**src/hw/rtl/scle_pkg.sv**
```systemverilog
`default_nettype none

package scle_pkg;

  // store geometry
  localparam int unsigned LINE_DEPTH   = 32;
  localparam int unsigned ANSWER_DEPTH = 32;
  localparam int unsigned LINE_AW      = $clog2(LINE_DEPTH);
  localparam int unsigned ANSWER_AW    = $clog2(ANSWER_DEPTH);

  // field widths
  localparam int unsigned BYTE_W = 8;
  localparam int unsigned IDX_W  = 5;
  localparam int unsigned LEN_W  = 6;

  // special characters
  localparam logic [BYTE_W-1:0] CHAR_DEL = 8'd127;
  localparam logic [BYTE_W-1:0] CHAR_CR  = 8'd13;

  // request kinds
  typedef enum logic [2:0] {
    MODE_RX_BYTE   = 3'd0,
    MODE_TX_DONE   = 3'd1,
    MODE_START_ANS = 3'd2,
    MODE_WRITE_ANS = 3'd3,
    MODE_READ_LINE = 3'd4,
    MODE_SET_COUNT = 3'd5
  } mode_e;

  // engine states
  typedef enum logic [1:0] {
    ST_IDLE  = 2'd0,
    ST_RECV  = 2'd1,
    ST_READY = 2'd2,
    ST_SEND  = 2'd3
  } engine_state_e;

  // result of one request, waiting for the store read data
  typedef struct packed {
    logic              send_valid;
    logic              use_answer;
    logic [BYTE_W-1:0] echo_byte;
    logic              line_ready;
    logic              sending;
    logic [LEN_W-1:0]  line_length;
    logic              read_line;
  } pend_t;

endpackage

`default_nettype wire

```
**src/hw/rtl/serial_command_line_engine.sv**
```systemverilog
// a result passes the pending stage and then the output register before it leaves
// throughput: one request per cycle while not stalled, each request does at most one read and one write per store
// the input stalls only while the result side holds off with both stages full
// reset clears the engine state, the line count and the answer pointers;
// the line and answer stores are not cleared and hold garbage until written
`default_nettype none

module serial_command_line_engine
  import scle_pkg::*;
(
  input  wire logic        clk_i,
  input  wire logic        rst_ni,
  input  wire logic        s_axis_tvalid_i,
  output logic             s_axis_tready_o,
  // data_byte [7:0], entry_index [12:8], length_value [18:13], zero [23:19]
  input  wire logic [23:0] s_axis_tdata_i,
  // mode [2:0]
  input  wire logic [2:0]  s_axis_tuser_i,
  output logic             m_axis_tvalid_o,
  input  wire logic        m_axis_tready_i,
  // send_valid [0], send_byte [8:1], line_ready [9], sending [10],
  // line_length [16:11], read_byte [24:17], zero [31:25]
  output logic [31:0]      m_axis_tdata_o
);

  // request fields
  logic [BYTE_W-1:0] in_byte;
  logic [IDX_W-1:0]  in_idx;
  logic [LEN_W-1:0]  in_len;
  logic              in_acc;

  assign in_byte = s_axis_tdata_i[7:0];
  assign in_idx  = s_axis_tdata_i[12:8];
  assign in_len  = s_axis_tdata_i[18:13];

  // control registers
  engine_state_e    state_q, state_d;
  logic [LEN_W-1:0] line_cnt_q, line_cnt_d;
  logic [LEN_W-1:0] ans_pos_q, ans_pos_d;
  logic [LEN_W-1:0] ans_len_q, ans_len_d;

  // pipeline registers
  logic             pend_vld_q;
  pend_t            pend_q, pend_d;
  logic             out_vld_q;
  logic [31:0]      out_data_q;
  logic             pend_move;

  // store ports
  logic                 line_we, line_re;
  logic [LINE_AW-1:0]   line_waddr, line_raddr;
  logic [BYTE_W-1:0]    line_rdata;
  logic                 ans_we, ans_re;
  logic [ANSWER_AW-1:0] ans_waddr, ans_raddr;
  logic [BYTE_W-1:0]    ans_rdata;

  logic [LEN_W-1:0] pos_inc;

  // handshake: the pending stage moves on whenever the output register frees up
  assign pend_move       = pend_vld_q && (!out_vld_q || m_axis_tready_i);
  assign s_axis_tready_o = !pend_vld_q || pend_move;
  assign in_acc          = s_axis_tvalid_i && s_axis_tready_o;
  assign pos_inc         = ans_pos_q + LEN_W'(1);

  // request decode and next control state
  always_comb begin
    state_d    = state_q;
    line_cnt_d = line_cnt_q;
    ans_pos_d  = ans_pos_q;
    ans_len_d  = ans_len_q;
    line_we    = 1'b0;
    line_waddr = line_cnt_q[LINE_AW-1:0];
    line_re    = 1'b0;
    line_raddr = in_idx[LINE_AW-1:0];
    ans_we     = 1'b0;
    ans_waddr  = in_idx[ANSWER_AW-1:0];
    ans_re     = 1'b0;
    ans_raddr  = pos_inc[ANSWER_AW-1:0];
    pend_d     = '0;

    unique case (s_axis_tuser_i)
      MODE_RX_BYTE: begin
        if (state_q != ST_SEND) begin
          if (in_byte == CHAR_DEL) begin
            // delete only echoes when something was removed
            if (line_cnt_q != '0) begin
              line_cnt_d         = line_cnt_q - LEN_W'(1);
              pend_d.send_valid  = 1'b1;
              pend_d.echo_byte   = in_byte;
            end
          end else if (in_byte == CHAR_CR) begin
            state_d = ST_READY;
          end else begin
            pend_d.send_valid = 1'b1;
            pend_d.echo_byte  = in_byte;
            if (line_cnt_q < LEN_W'(LINE_DEPTH) && state_q != ST_READY) begin
              line_we    = 1'b1;
              line_cnt_d = line_cnt_q + LEN_W'(1);
              state_d    = ST_RECV;
            end else begin
              state_d = ST_READY;
            end
          end
        end
      end
      MODE_TX_DONE: begin
        if (state_q == ST_SEND) begin
          ans_pos_d = pos_inc;
          if (pos_inc < ans_len_q && pos_inc < LEN_W'(ANSWER_DEPTH)) begin
            ans_re            = 1'b1;
            pend_d.send_valid = 1'b1;
            pend_d.use_answer = 1'b1;
          end else begin
            state_d = ST_IDLE;
          end
        end
      end
      MODE_START_ANS: begin
        ans_len_d = (in_len > LEN_W'(ANSWER_DEPTH)) ? LEN_W'(ANSWER_DEPTH) : in_len;
        ans_pos_d = '0;
        state_d   = ST_SEND;
        ans_re    = 1'b1;
        ans_raddr = '0;
        pend_d.send_valid = 1'b1;
        pend_d.use_answer = 1'b1;
      end
      MODE_WRITE_ANS: begin
        ans_we = (LEN_W'(in_idx) < LEN_W'(ANSWER_DEPTH));
      end
      MODE_READ_LINE: begin
        if (LEN_W'(in_idx) < LEN_W'(LINE_DEPTH)) begin
          line_re          = 1'b1;
          pend_d.read_line = 1'b1;
        end
      end
      MODE_SET_COUNT: begin
        line_cnt_d = (in_len > LEN_W'(LINE_DEPTH)) ? LEN_W'(LINE_DEPTH) : in_len;
      end
      default: begin
      end
    endcase

    pend_d.line_ready  = (state_d == ST_READY);
    pend_d.sending     = (state_d == ST_SEND);
    pend_d.line_length = line_cnt_d;
    line_we            = line_we && in_acc;
    line_re            = line_re && in_acc;
    ans_we             = ans_we && in_acc;
    ans_re             = ans_re && in_acc;
  end

  // control state and pipeline
  always_ff @(posedge clk_i or negedge rst_ni) begin
    if (!rst_ni) begin
      state_q    <= ST_IDLE;
      line_cnt_q <= '0;
      ans_pos_q  <= '0;
      ans_len_q  <= '0;
      pend_vld_q <= 1'b0;
      out_vld_q  <= 1'b0;
    end else begin
      if (in_acc) begin
        state_q    <= state_d;
        line_cnt_q <= line_cnt_d;
        ans_pos_q  <= ans_pos_d;
        ans_len_q  <= ans_len_d;
      end
      if (s_axis_tready_o) begin
        pend_vld_q <= in_acc;
      end
      if (pend_move) begin
        out_vld_q <= 1'b1;
      end else if (m_axis_tready_i) begin
        out_vld_q <= 1'b0;
      end
    end
  end

  // payload registers
  always_ff @(posedge clk_i) begin
    if (in_acc) begin
      pend_q <= pend_d;
    end
    if (pend_move) begin
      out_data_q <= {7'd0,
                     pend_q.read_line ? line_rdata : 8'd0,
                     pend_q.line_length,
                     pend_q.sending,
                     pend_q.line_ready,
                     pend_q.use_answer ? ans_rdata : pend_q.echo_byte,
                     pend_q.send_valid};
    end
  end

  assign m_axis_tvalid_o = out_vld_q;
  assign m_axis_tdata_o  = out_data_q;

  // line store
  scle_ram #(
    .Width (BYTE_W),
    .Depth (LINE_DEPTH)
  ) u_line_ram (
    .clk_i   (clk_i),
    .we_i    (line_we),
    .waddr_i (line_waddr),
    .wdata_i (in_byte),
    .re_i    (line_re),
    .raddr_i (line_raddr),
    .rdata_o (line_rdata)
  );

  // answer store
  scle_ram #(
    .Width (BYTE_W),
    .Depth (ANSWER_DEPTH)
  ) u_answer_ram (
    .clk_i   (clk_i),
    .we_i    (ans_we),
    .waddr_i (ans_waddr),
    .wdata_i (in_byte),
    .re_i    (ans_re),
    .raddr_i (ans_raddr),
    .rdata_o (ans_rdata)
  );

  // the line count never exceeds the store
  a_line_cnt_range: assert property (@(posedge clk_i) disable iff (!rst_ni)
    line_cnt_q <= LEN_W'(LINE_DEPTH))
    else $error("line count beyond line store");

  // the answer pointer stays within the answer while sending
  a_ans_pos_range: assert property (@(posedge clk_i) disable iff (!rst_ni)
    (state_q == ST_SEND) |-> (ans_pos_q <= ans_len_q))
    else $error("answer position past answer length");

  // a new request never overwrites a pending result
  a_no_overwrite: assert property (@(posedge clk_i) disable iff (!rst_ni)
    in_acc |-> (!pend_vld_q || pend_move))
    else $error("pending result overwritten");

  // a stalled pending result stays valid and unchanged
  a_pend_hold: assert property (@(posedge clk_i) disable iff (!rst_ni)
    (pend_vld_q && !pend_move) |=> (pend_vld_q && $stable(pend_q)))
    else $error("stalled pending result changed");

endmodule

`default_nettype wire

```
**src/hw/rtl/scle_ram.sv**
```systemverilog
`default_nettype none

module scle_ram #(
  parameter int unsigned Width = 8,
  parameter int unsigned Depth = 32,
  localparam int unsigned AddrW = $clog2(Depth)
) (
  input  wire logic             clk_i,
  input  wire logic             we_i,
  input  wire logic [AddrW-1:0] waddr_i,
  input  wire logic [Width-1:0] wdata_i,
  input  wire logic             re_i,
  input  wire logic [AddrW-1:0] raddr_i,
  output logic      [Width-1:0] rdata_o
);

  logic [Width-1:0] mem_q [Depth];
  logic [Width-1:0] rdata_q;

  // write port and registered read port
  always_ff @(posedge clk_i) begin
    if (we_i) begin
      mem_q[waddr_i] <= wdata_i;
    end
    if (re_i) begin
      rdata_q <= mem_q[raddr_i];
    end
  end

  assign rdata_o = rdata_q;

endmodule

`default_nettype wire

```
**config.mk**
```make
export PLATFORM = sky130hd
export DESIGN_NAME = serial_command_line_engine
export DESIGN_NICKNAME = d
export VERILOG_FILES = /design/src/hw/rtl/scle_pkg.sv /design/src/hw/rtl/serial_command_line_engine.sv /design/src/hw/rtl/scle_ram.sv
export SDC_FILE = /design/constraint.sdc
export NUM_CORES = 1
export LEC_CHECK = 0
export ABC_AREA = 1
export BUFFER_PORTS_ARGS = -buffer_cell sky130_fd_sc_hd__buf_2
export CAP_MARGIN = 20
export CORE_ASPECT_RATIO = 1.5
export CORE_MARGIN = 2
export CORE_UTILIZATION = 46
export CTS_BUF_LIST = sky130_fd_sc_hd__clkbuf_16
export DETAILED_ROUTE_END_ITERATION = 10
export HOLD_SLACK_MARGIN = 0.05
export MAX_ROUTING_LAYER = met4
export PLACE_DENSITY_LB_ADDON = 0.05
export SETUP_SLACK_MARGIN = 0.05
export SLEW_MARGIN = 10
export SYNTH_ARGS = -nofsm -noshare
export SYNTH_HDL_FRONTEND = slang
export SYNTH_HIERARCHICAL = 1
export SYNTH_SLANG_ARGS = --single-unit
```
**constraint.sdc**
```tcl
create_clock -name clk_i -period 3.5 [get_ports clk_i]
set_clock_uncertainty 0.15 [all_clocks]
set_input_delay 0.35 -clock clk_i [delete_from_list [all_inputs] [get_ports clk_i]]
set_output_delay 0.35 -clock clk_i [all_outputs]
set_load 0.02 [all_outputs]
```
==> results of run 1 <==
==> worst max-delay path by stage <==
stage                          from                        to
floorplan              ans_pos_q[0]   u_answer_ram/rdata_o[0]
global placement    m_axis_tready_i  u_answer_ram/mem_q[8][3]
detailed placement  m_axis_tready_i  u_answer_ram/mem_q[8][2]
CTS                 m_axis_tvalid_o  u_answer_ram/mem_q[4][6]
global route        m_axis_tvalid_o  u_answer_ram/mem_q[0][4]
finish              m_axis_tvalid_o  u_answer_ram/mem_q[0][3]
==> through the flow <==
step | setup slack [ps] | cells
after CTS | 30.4 | 3078
final | 36.4 | 3078
after global placement | 49.8 | 2958
after detailed placement | -12.7 | 2958
after floorplan | 879 | 2235
after global routing | -109 | 3078
==> where the power goes <==
part | switching [mW] | internal, mW
logic | 3.61 | 1.46
clock network | 2.53 | 3.30
registers | 0.147 | 8.03
total | 6.28 | 12.8
==> timing repair <==
action,CTS,global route
gates resized for setup,1,0
hold endpoints to repair,63,0
buffers inserted,0,0
setup endpoints to repair,14,48
pin swaps,0,0
hold buffers,18,0
==> critical path, cell delays in order (launching register included) <==
cell and delay (ps):
dfrtp_1 420, nand3_1 140, nand2_1 240, nor4_1 610
buf_4 240, nand3_1 440, nor2_1 840
==> sequential cells by signal (all words and copies together), names as in the netlist, 2 cells and up <==
name and count:
u_answer_ram/rdata_o 8, ans_pos_q 6, line_cnt_q 6, state_q 2
pend_q 19, m_axis_tdata_o 25, u_answer_ram/mem_q 256, u_line_ram/rdata_o 8
u_line_ram/mem_q 256, ans_len_q 6
==> area by class of cell <==
| class | instances | area [sq um] | share of cell area, % |
|---|---|---|---|
| Tap cell | 695 | 870 | 3.09 |
| Inverter | 81 | 307 | 1.09 |
| Sequential cell | 594 | 17700 | 62.9 |
| Timing Repair Buffer | 164 | 1220 | 4.34 |
| Clock inverter | 45 | 322 | 1.14 |
| Multi-Input combinational cell | 1442 | 6300 | 22.3 |
| Clock buffer | 57 | 1430 | 5.06 |
==> logic make-up after synthesis <==
kind of cell | count (synthesis) | synth area share (%)
and+or+nand+nor | 1372 | 22.8
other | 1 | 0.0149
buffers and inverters | 199 | 4.79
AOI/OAI and AO/OA | 36 | 0.765
adders and majority gates | 9 | 0.447
xor gates and xnor gates | 6 | 0.209
muxes | 12 | 0.537
DFF | 594 | 70.4
==> placed cells by master (no fill, tap or decap), types with 4 or more instances in the layout <==
master           n
xor2_1           5
inv_2            4
buf_4           89
edfxtp_1       572
buf_2           51
dlygate4sd3_1   18
clkinv_1        18
o21ai_0         18
inv_1           82
nand3_1        439
mux2_2          12
clkbuf_16       57
nor2_1          94
bufinv_16        5
ha_1             9
dfrtp_1         22
buf_12           6
a21oi_1         12
nand2_1        820
conb_1           7
clkinv_2        16
==> metal layers <==
metal / vias up / wire length (microns) / track usage, % / share of wire, %
met1: 7849 / 24800 / 26.5 / 39
met2: 362 / 34500 / 42.5 / 53
met5: - / 0 / - / 0
met4: 0 / 2990 / 10.0 / 4.6
li1: 7869 / - / - / -
met3: 141 / 2180 / 2.68 / 3.4
==> flow_summary.toml, run 1 <==
[global_routing]
grt_pass1_wl_microns = 97200
grt_max_degree = 130
grt_antenna_before_repair = 1
grt_usage_pct = 23.6
gr-total-overflow = 0
grt_pass1_vias = 16300

[sta]
tightest_slew_ps = 992
holdWs_ps = 102
rsz0062_at_grt = "true"
period_share_pct = 99.0
finalSetupViolations = 0
tns_ps = 0
slew_headroom_pct = 33.6
drv_slew = 0
hold_viol = 0
fin_crit_ps = 3460
fmax_mhz = 289

[floorplan]
dieArea_sq_um = 56700
dieHeight_microns = 291
initial_core_util_pct = 46.3
core_area_sq_um = 54400
ioPinCount = 65
die_width_microns = 195
row_count = 105

[yosys]
yosysMostFrequentCell = "nand2_1"
synthTopCellsByCount = "nand2_1 (820), edfxtp_1 (572), nand3_1 (439), nor2_1 (97), inv_1 (74)"
yosysTopAreaCell = "edfxtp_1"
ys_seq_area_share_pct = 70.4
synth_flop_cell = "edfxtp_1"
avgSynthCellArea_sq_um = 11.3
synth_edf_count = 572
synth_area_leaders = "edfxtp_1 (68%), nand2_1 (12%), nand3_1 (8.7%)"
syn_area_sq_um = 25200
synth_cell_types = 35
ys_ff_latch = 594
yosysTopAreaCellShare_pct = 68.2
syn_inst = 2229
async_reset_ff_share_pct = 3.70
yosys_warnings = 6

[place]
gp_congestion = 0.901
place_area_sq_um = 26200
post-dp-hpwl_microns = 40300
port_buffers = 52

[layout]
nFillCells = 4886
diodes = 0
drive_gt1_share_pct = 10.5
fin_util_pct = 51.8
synthToLayoutAreaGrowth_pct = 11.9
final_area_sq_um = 28200
nNetsFinal = 2379

[setup_path]
reg2regPathDepth = 6
cp_max_fo = 8
arrival_ps = 3540
cp-end-kind = "flop"
rr_startpoint = "m_axis_tvalid_o"
r2r_setup_slack_ps = 40
cp-start-kind = "flop"
crit_required_ps = 3580
crit_type = "reg -> reg"
timing.rr.end = "u_answer_ram/mem_q[0][3]"

[clock_network]
cts_num_sinks = 594
cts_inserted_buffers = 56
clkTransAtPathRegs_ps = 60
clk_path_buf_depth = 3
h-tree-depth = 2
clockRootBuffer = "clkbuf_16"
cts_tree = "built"
clkLatencyLatePin_ps = 600

[min_path]
worstHoldPathCells = 4
hp-class = "in -> reg"
worstHoldStart = "s_axis_tvalid_i"
holdPathEnd = "state_q[0]"

[power_and_ir_drop]
p_total_mw = 19.1
vdd_drop_max_mv = 0.449
cellLeakagePower_nw = 10.8
p_per_area_nw_per_um2 = 677

[detailed_routing]
route.detailed.drc = 0
num_vias = 16200
dr.pass1.iters = 6
vias_per_cell = 5.27
ant_nets = 0
wl_per_cell_microns = 20.9
totalWireLength_microns = 64500
drtIter0Drc = 991

[job]
cap_violations = 0

[status]
status = "finished, final reports clean"
Note: power is estimated with default switching activity, not from simulation.
==> run 2: changes to the inputs <==
--- a/config.mk
+++ b/config.mk
@@ -12,6 +12,7 @@
 export CORE_MARGIN = 2
 export CORE_UTILIZATION = 46
 export CTS_BUF_LIST = sky130_fd_sc_hd__clkbuf_16
+export CTS_CLUSTER_SIZE = 10
 export DETAILED_ROUTE_END_ITERATION = 10
 export HOLD_SLACK_MARGIN = 0.05
 export MAX_ROUTING_LAYER = met4
==> constraint.sdc (replaced) <==
create_clock -name clk_i -period 4.1 [get_ports clk_i]
set_clock_uncertainty 0.15 [all_clocks]
set_input_delay 0.41 -clock clk_i [delete_from_list [all_inputs] [get_ports clk_i]]
set_output_delay 0.41 -clock clk_i [all_outputs]
set_load 0.02 [all_outputs]
==> flow_summary.toml, run 2 (synthesis gave the netlist of run 1 again) <==
[setup_path]
timing.rr.end = "u_line_ram/mem_q[19][4]"
rr_startpoint = "m_axis_tvalid_o"
crit_required_ps = 4150
r2r_setup_slack_ps = 410
cp-end-kind = "flop"
cp_max_fo = 17
slowest_delay_ps = 870
reg2regPathDepth = 5
cp-start-kind = "primary input"
arrival_ps = 3940
path_cells = "dlygate4sd3_1, buf_2, buf_4, inv_1, nand2_1, nor2_1, nand2_1, nand3_1, nor3_1, nand3_1, nor2_1"
crit_type = "in -> reg"
crit_path_top_delay_cell = "nor2_1"

[global_routing]
gr-total-overflow = 0
globalRouteMet2Util_pct = 41.7
grt_util_met1_pct = 26.9
grt_antenna_before_repair = 2
grt_use_met3_pct = 2.94
gr-max-usage-layer = "met2"
grt_max_degree = 76
grt_pass1_wl_microns = 97200
grt_usage_pct = 23.8
grt_pass1_vias = 16300

[sta]
fin_crit_ps = 3890
tns_ps = 0
fmax_mhz = 257
hold_viol = 0
slew_headroom_pct = 31.9
tightest_slew_ps = 1010
finalSetupViolations = 0
rsz0062_at_grt = "false"
period_share_pct = 95.0
drv_slew = 0

[power_and_ir_drop]
clock_power_share_pct = 32.3
cellLeakagePower_nw = 10.6
p_per_area_nw_per_um2 = 595
power_frac_seq_pct = 42.3
netSwitchingPower_mw = 5.37
p_int_mw = 11.2
swShare_pct = 32.5
combPwrFrac_pct = 25.4
vdd_drop_max_mv = 0.481

[floorplan]
dieArea_sq_um = 56700
initial_core_util_pct = 46.3
row_count = 105
core_area_sq_um = 54400
die_width_microns = 195
ioPinCount = 65
dieHeight_microns = 291

[detailed_routing]
route.detailed.drc = 0
dr.pass1.iters = 5
drtIter0Drc = 1195
wl_per_cell_microns = 21.4
totalWireLength_microns = 64300
vias_per_cell = 5.36
ant_nets = 0
num_vias = 16100

[clock_network]
h-tree-depth = 3
cts_tree = "built"
clk_path_buf_depth = 3
clockRootBuffer = "clkbuf_16"
cts_num_sinks = 594
clkLatencyLatePin_ps = 590
cts_setup_buffers = 0
clkTransAtPathRegs_ps = 50
cts_inserted_buffers = 69

[place]
placedCellCount = 2901
port_buffers = 52
gp_congestion = 0.872
post-dp-hpwl_microns = 39900
place_area_sq_um = 25700

[job]
cap_violations = 0

[min_path]
holdPathEnd = "pend_q[0]"
worstHoldStart = "s_axis_tuser_i[1]"
worstHoldPathCells = 2
hp-class = "in -> reg"

[status]
status = "finished, final reports clean"

[layout]
nFillCells = 4874
final_area_sq_um = 27800
layoutNonFillerInstCount = 3007
final_cell_mix = "nand2_1 (820), edfxtp_1 (572), nand3_1 (439)"
drive_gt1_share_pct = 8.57
synthToLayoutAreaGrowth_pct = 10.4
nNetsFinal = 2328
layout_commonest_cell = "nand2_1"
-- run 2: cell types whose count changed in the layout (fill, tap and decap cells not counted) --
cell and delta:
buf_4 -52, inv_1 +11, bufinv_16 -5, diode_2 +2, buf_12 -5, clkinv_2 -13
clkinv_1 -17, clkbuf_16 +16, nor2_2 +6, dlygate4sd3_1 -7, clkinvlp_4 -1, nor2_1 -6
nor4_1 -1, nor4_2 +1
-- run 2: how the worst max path moves through the flow --
| stage | from | slack (ps) | depth (start not counted) | end |
|---|---|---|---|---|
| after floorplan | ans_pos_q[0] | 1480 | 14 | u_answer_ram/rdata_o[0] |
| after global placement | m_axis_tready_i | 130 | 7 | u_answer_ram/mem_q[8][6] |
| after detailed placement | m_axis_tready_i | 30 | 7 | u_answer_ram/mem_q[9][3] |
| after CTS | m_axis_tready_i | 90 | 8 | u_answer_ram/mem_q[9][2] |
| after global routing | s_axis_tdata_i[1] | 150 | 11 | u_line_ram/mem_q[19][0] |
| final | s_axis_tdata_i[1] | 210 | 11 | u_line_ram/mem_q[19][4] |
-- run 2: layout make-up --
class | instances | area [sq um] | share of cell area, %
inverters | 81 | 307 | 1.10
flip-flops and latches | 594 | 17700 | 63.8
multi-input cells | 1442 | 6320 | 22.7
clock buffers | 73 | 1830 | 6.57
well taps | 695 | 870 | 3.13
repair buffers | 100 | 663 | 2.39
diodes | 2 | 5.00 | 0.0180
clock inverters | 20 | 76.3 | 0.275
-- run 2: routing by layer --
metal	vias up	routed length, microns
met3	143	2260
met5	-	0
met4	0	3050
met2	400	33900
li1	7751	-
met1	7818	25100
-- run 2: power by group through the flow --
stage               Sequential, mW  Combinational, mW  Clock (mW)
global placement              7.11               4.22           0
finish                        6.99               4.20        5.33
detailed placement            7.11               4.26           0
global route                  7.00               4.71        5.70
CTS                           6.99               4.28        5.48
floorplan                     7.09               2.94           0
-- run 2: worst max-delay path: cells and delay by family --
kind / cells / cell delay (ps)
and+or+nand+nor: 7 / 2470
buffers and inverters: 4 / 1060
-- run 2: timing repair --
action,4_1_cts,5_1_grt
endpoints found under the setup margin,0,80
hold buffers,11,0
gates resized for setup,0,8
endpoints found under the hold margin,33,0
-- run 2: metrics by stage --
stage	total power [mW]	setup WS (ps)	util [%]	hold slack, ps
6_report	16.5	206	51.1	102
2_1_floorplan	10.0	1480	-	-35.6
4_1_cts	16.7	88.7	51.0	59.5
3_3_place_gp	11.3	131	47.3	254
5_1_grt	17.4	146	51.1	86.2
3_5_place_dp	11.4	28.6	47.3	256
==> run 3: changes to the inputs <==
--- a/config.mk
+++ b/config.mk
@@ -9,7 +9,6 @@
 export BUFFER_PORTS_ARGS = -buffer_cell sky130_fd_sc_hd__buf_2
 export CAP_MARGIN = 20
 export CORE_ASPECT_RATIO = 1.5
-export CORE_MARGIN = 2
 export CORE_UTILIZATION = 46
 export CTS_BUF_LIST = sky130_fd_sc_hd__clkbuf_16
 export CTS_CLUSTER_SIZE = 10
==> flow_summary.toml, run 3 (synthesis gave the netlist of run 1 again) <==
[status]
status = "complete, but fails checks"
violations = "design-rule violations"

[layout]
diodes = 0
layoutNonFillerInstCount = 3016
nNetsFinal = 2343
layout_commonest_cell = "nand2_1"
synthToLayoutAreaGrowth_pct = 10.9
drive_gt1_share_pct = 8.94
final_cell_mix = "nand2_1 (820), edfxtp_1 (572), nand3_1 (439)"

[global_routing]
gr-total-overflow = 0
grt_pass1_wl_microns = 96300
grt_antenna_before_repair = 0
grt_max_degree = 130
grt_usage_pct = 24.5
grt_pass1_vias = 16100

[clock_network]
clkTransAtPathRegs_ps = 50
cts_tree = "built"
clk_path_buf_depth = 3
clockRootBuffer = "clkbuf_16"
clkLatencyLatePin_ps = 590
cts_setup_buffers = 0
h-tree-depth = 3
cts_num_sinks = 594
cts_inserted_buffers = 69

[setup_path]
cp_max_fo = 8
cp-start-kind = "primary input"
crit_buf_inv = 3
crit_required_ps = 4160
reg2regPathDepth = 5
crit_path_top_delay_cell = "nor2_1"
cp-end-kind = "flop"
path_cells = "dlygate4sd3_1, buf_2, inv_1, nand3_1, nand2_1, nor4_1, nand3_1, nor2_1"
slowest_delay_ps = 840
crit_type = "in -> reg"
timing.rr.end = "u_answer_ram/mem_q[10][6]"
cp-startpoint = "m_axis_tready_i"
arrival_ps = 3750
cp.depth = 8
rr_startpoint = "m_axis_tvalid_o"
cpMostUsedCell = "nand3_1"
r2r_setup_slack_ps = 480
crit_family = "simple AND/OR/NAND/NOR gates"

[sta]
hold_viol = 0
slew_headroom_pct = 30.3
drv_slew = 0
tightest_slew_ps = 1040
finalSetupViolations = 0
fin_crit_ps = 3690
rsz0062_at_grt = "false"
tns_ps = 0
period_share_pct = 90.1
fmax_mhz = 271

[detailed_routing]
dr.pass1.iters = 8
num_vias = 16100
route.detailed.drc = 6
totalWireLength_microns = 64800
wl_per_cell_microns = 21.5
vias_per_cell = 5.35
ant_nets = 0
drtIter0Drc = 961

[place]
placedCellCount = 2911
post-dp-hpwl_microns = 40100
gp_congestion = 0.882
port_buffers = 52

[floorplan]
initial_core_util_pct = 46.7
die_width_microns = 193
core_area_sq_um = 53900
dieArea_sq_um = 55700
dieHeight_microns = 289
ioPinCount = 65
row_count = 104

[power_and_ir_drop]
vdd_drop_max_mv = 0.403
cellLeakagePower_nw = 10.7
p_per_area_nw_per_um2 = 595
p_total_mw = 16.6

[min_path]
worstHoldPathCells = 1
holdPathEnd = "u_answer_ram/mem_q[26][5]"
worstHoldStart = "s_axis_tdata_i[5]"
hp-class = "in -> reg"

[job]
cap_violations = 0
## run 3: layout make-up
| class | instances | area [sq um] |
|---|---|---|
| Multi-Input combinational cell | 1442 | 6300 |
| Inverter | 81 | 307 |
| Tap cell | 689 | 862 |
| Clock inverter | 22 | 83.8 |
| Timing Repair Buffer | 115 | 816 |
| Clock buffer | 73 | 1830 |
| Fill cell | 4789 | 25900 |
| Sequential cell | 594 | 17700 |
## run 3: timing repair
| item | 4_1_cts | 5_1_grt |
|---|---|---|
| hold buffers | 9 | 0 |
| gates resized for setup | 0 | 0 |
| endpoints found under the hold margin | 31 | 0 |
## run 3: where the power goes
part / internal, mW / leakage (nW) / switching, mW / total, mW
registers: 6.86 / 5.46 / 0.124 / 6.98
logic: 1.17 / 4.20 / 3.11 / 4.28
clock network: 3.13 / 1.01 / 2.21 / 5.35
## run 3: through the flow
stage | util (%) | worst slack [ps] | hold WS [ps] | area [sq um]
2_1_floorplan | - | 1480 | -35.6 | 25200
3_3_place_gp | 48.1 | 317 | 254 | 25900
3_5_place_dp | 48.1 | 250 | 261 | 25900
4_1_cts | 51.8 | 323 | 56.5 | 27900
5_1_grt | 51.8 | 226 | 54.0 | 27900
6_report | 51.8 | 407 | 74.1 | 27900
## run 3: worst max-delay path by stage
stage / endpoint / slack (ps)
2_1_floorplan: u_answer_ram/rdata_o[0] / 1480
3_3_place_gp: u_line_ram/mem_q[22][6] / 320
3_5_place_dp: u_answer_ram/mem_q[4][2] / 250
4_1_cts: u_answer_ram/mem_q[4][4] / 320
5_1_grt: u_answer_ram/mem_q[10][0] / 230
6_report: u_answer_ram/mem_q[10][6] / 410
## run 3: routing by layer
| metal | share of wire [%] | global-route usage [%] | vias up |
|---|---|---|---|
| li1 | - | - | 7791 |
| met1 | 39 | 27.6 | 7834 |
| met2 | 54 | 43.7 | 388 |
| met3 | 3.7 | 2.67 | 136 |
| met4 | 3.6 | 10.1 | 0 |
| met5 | 0 | - | - |
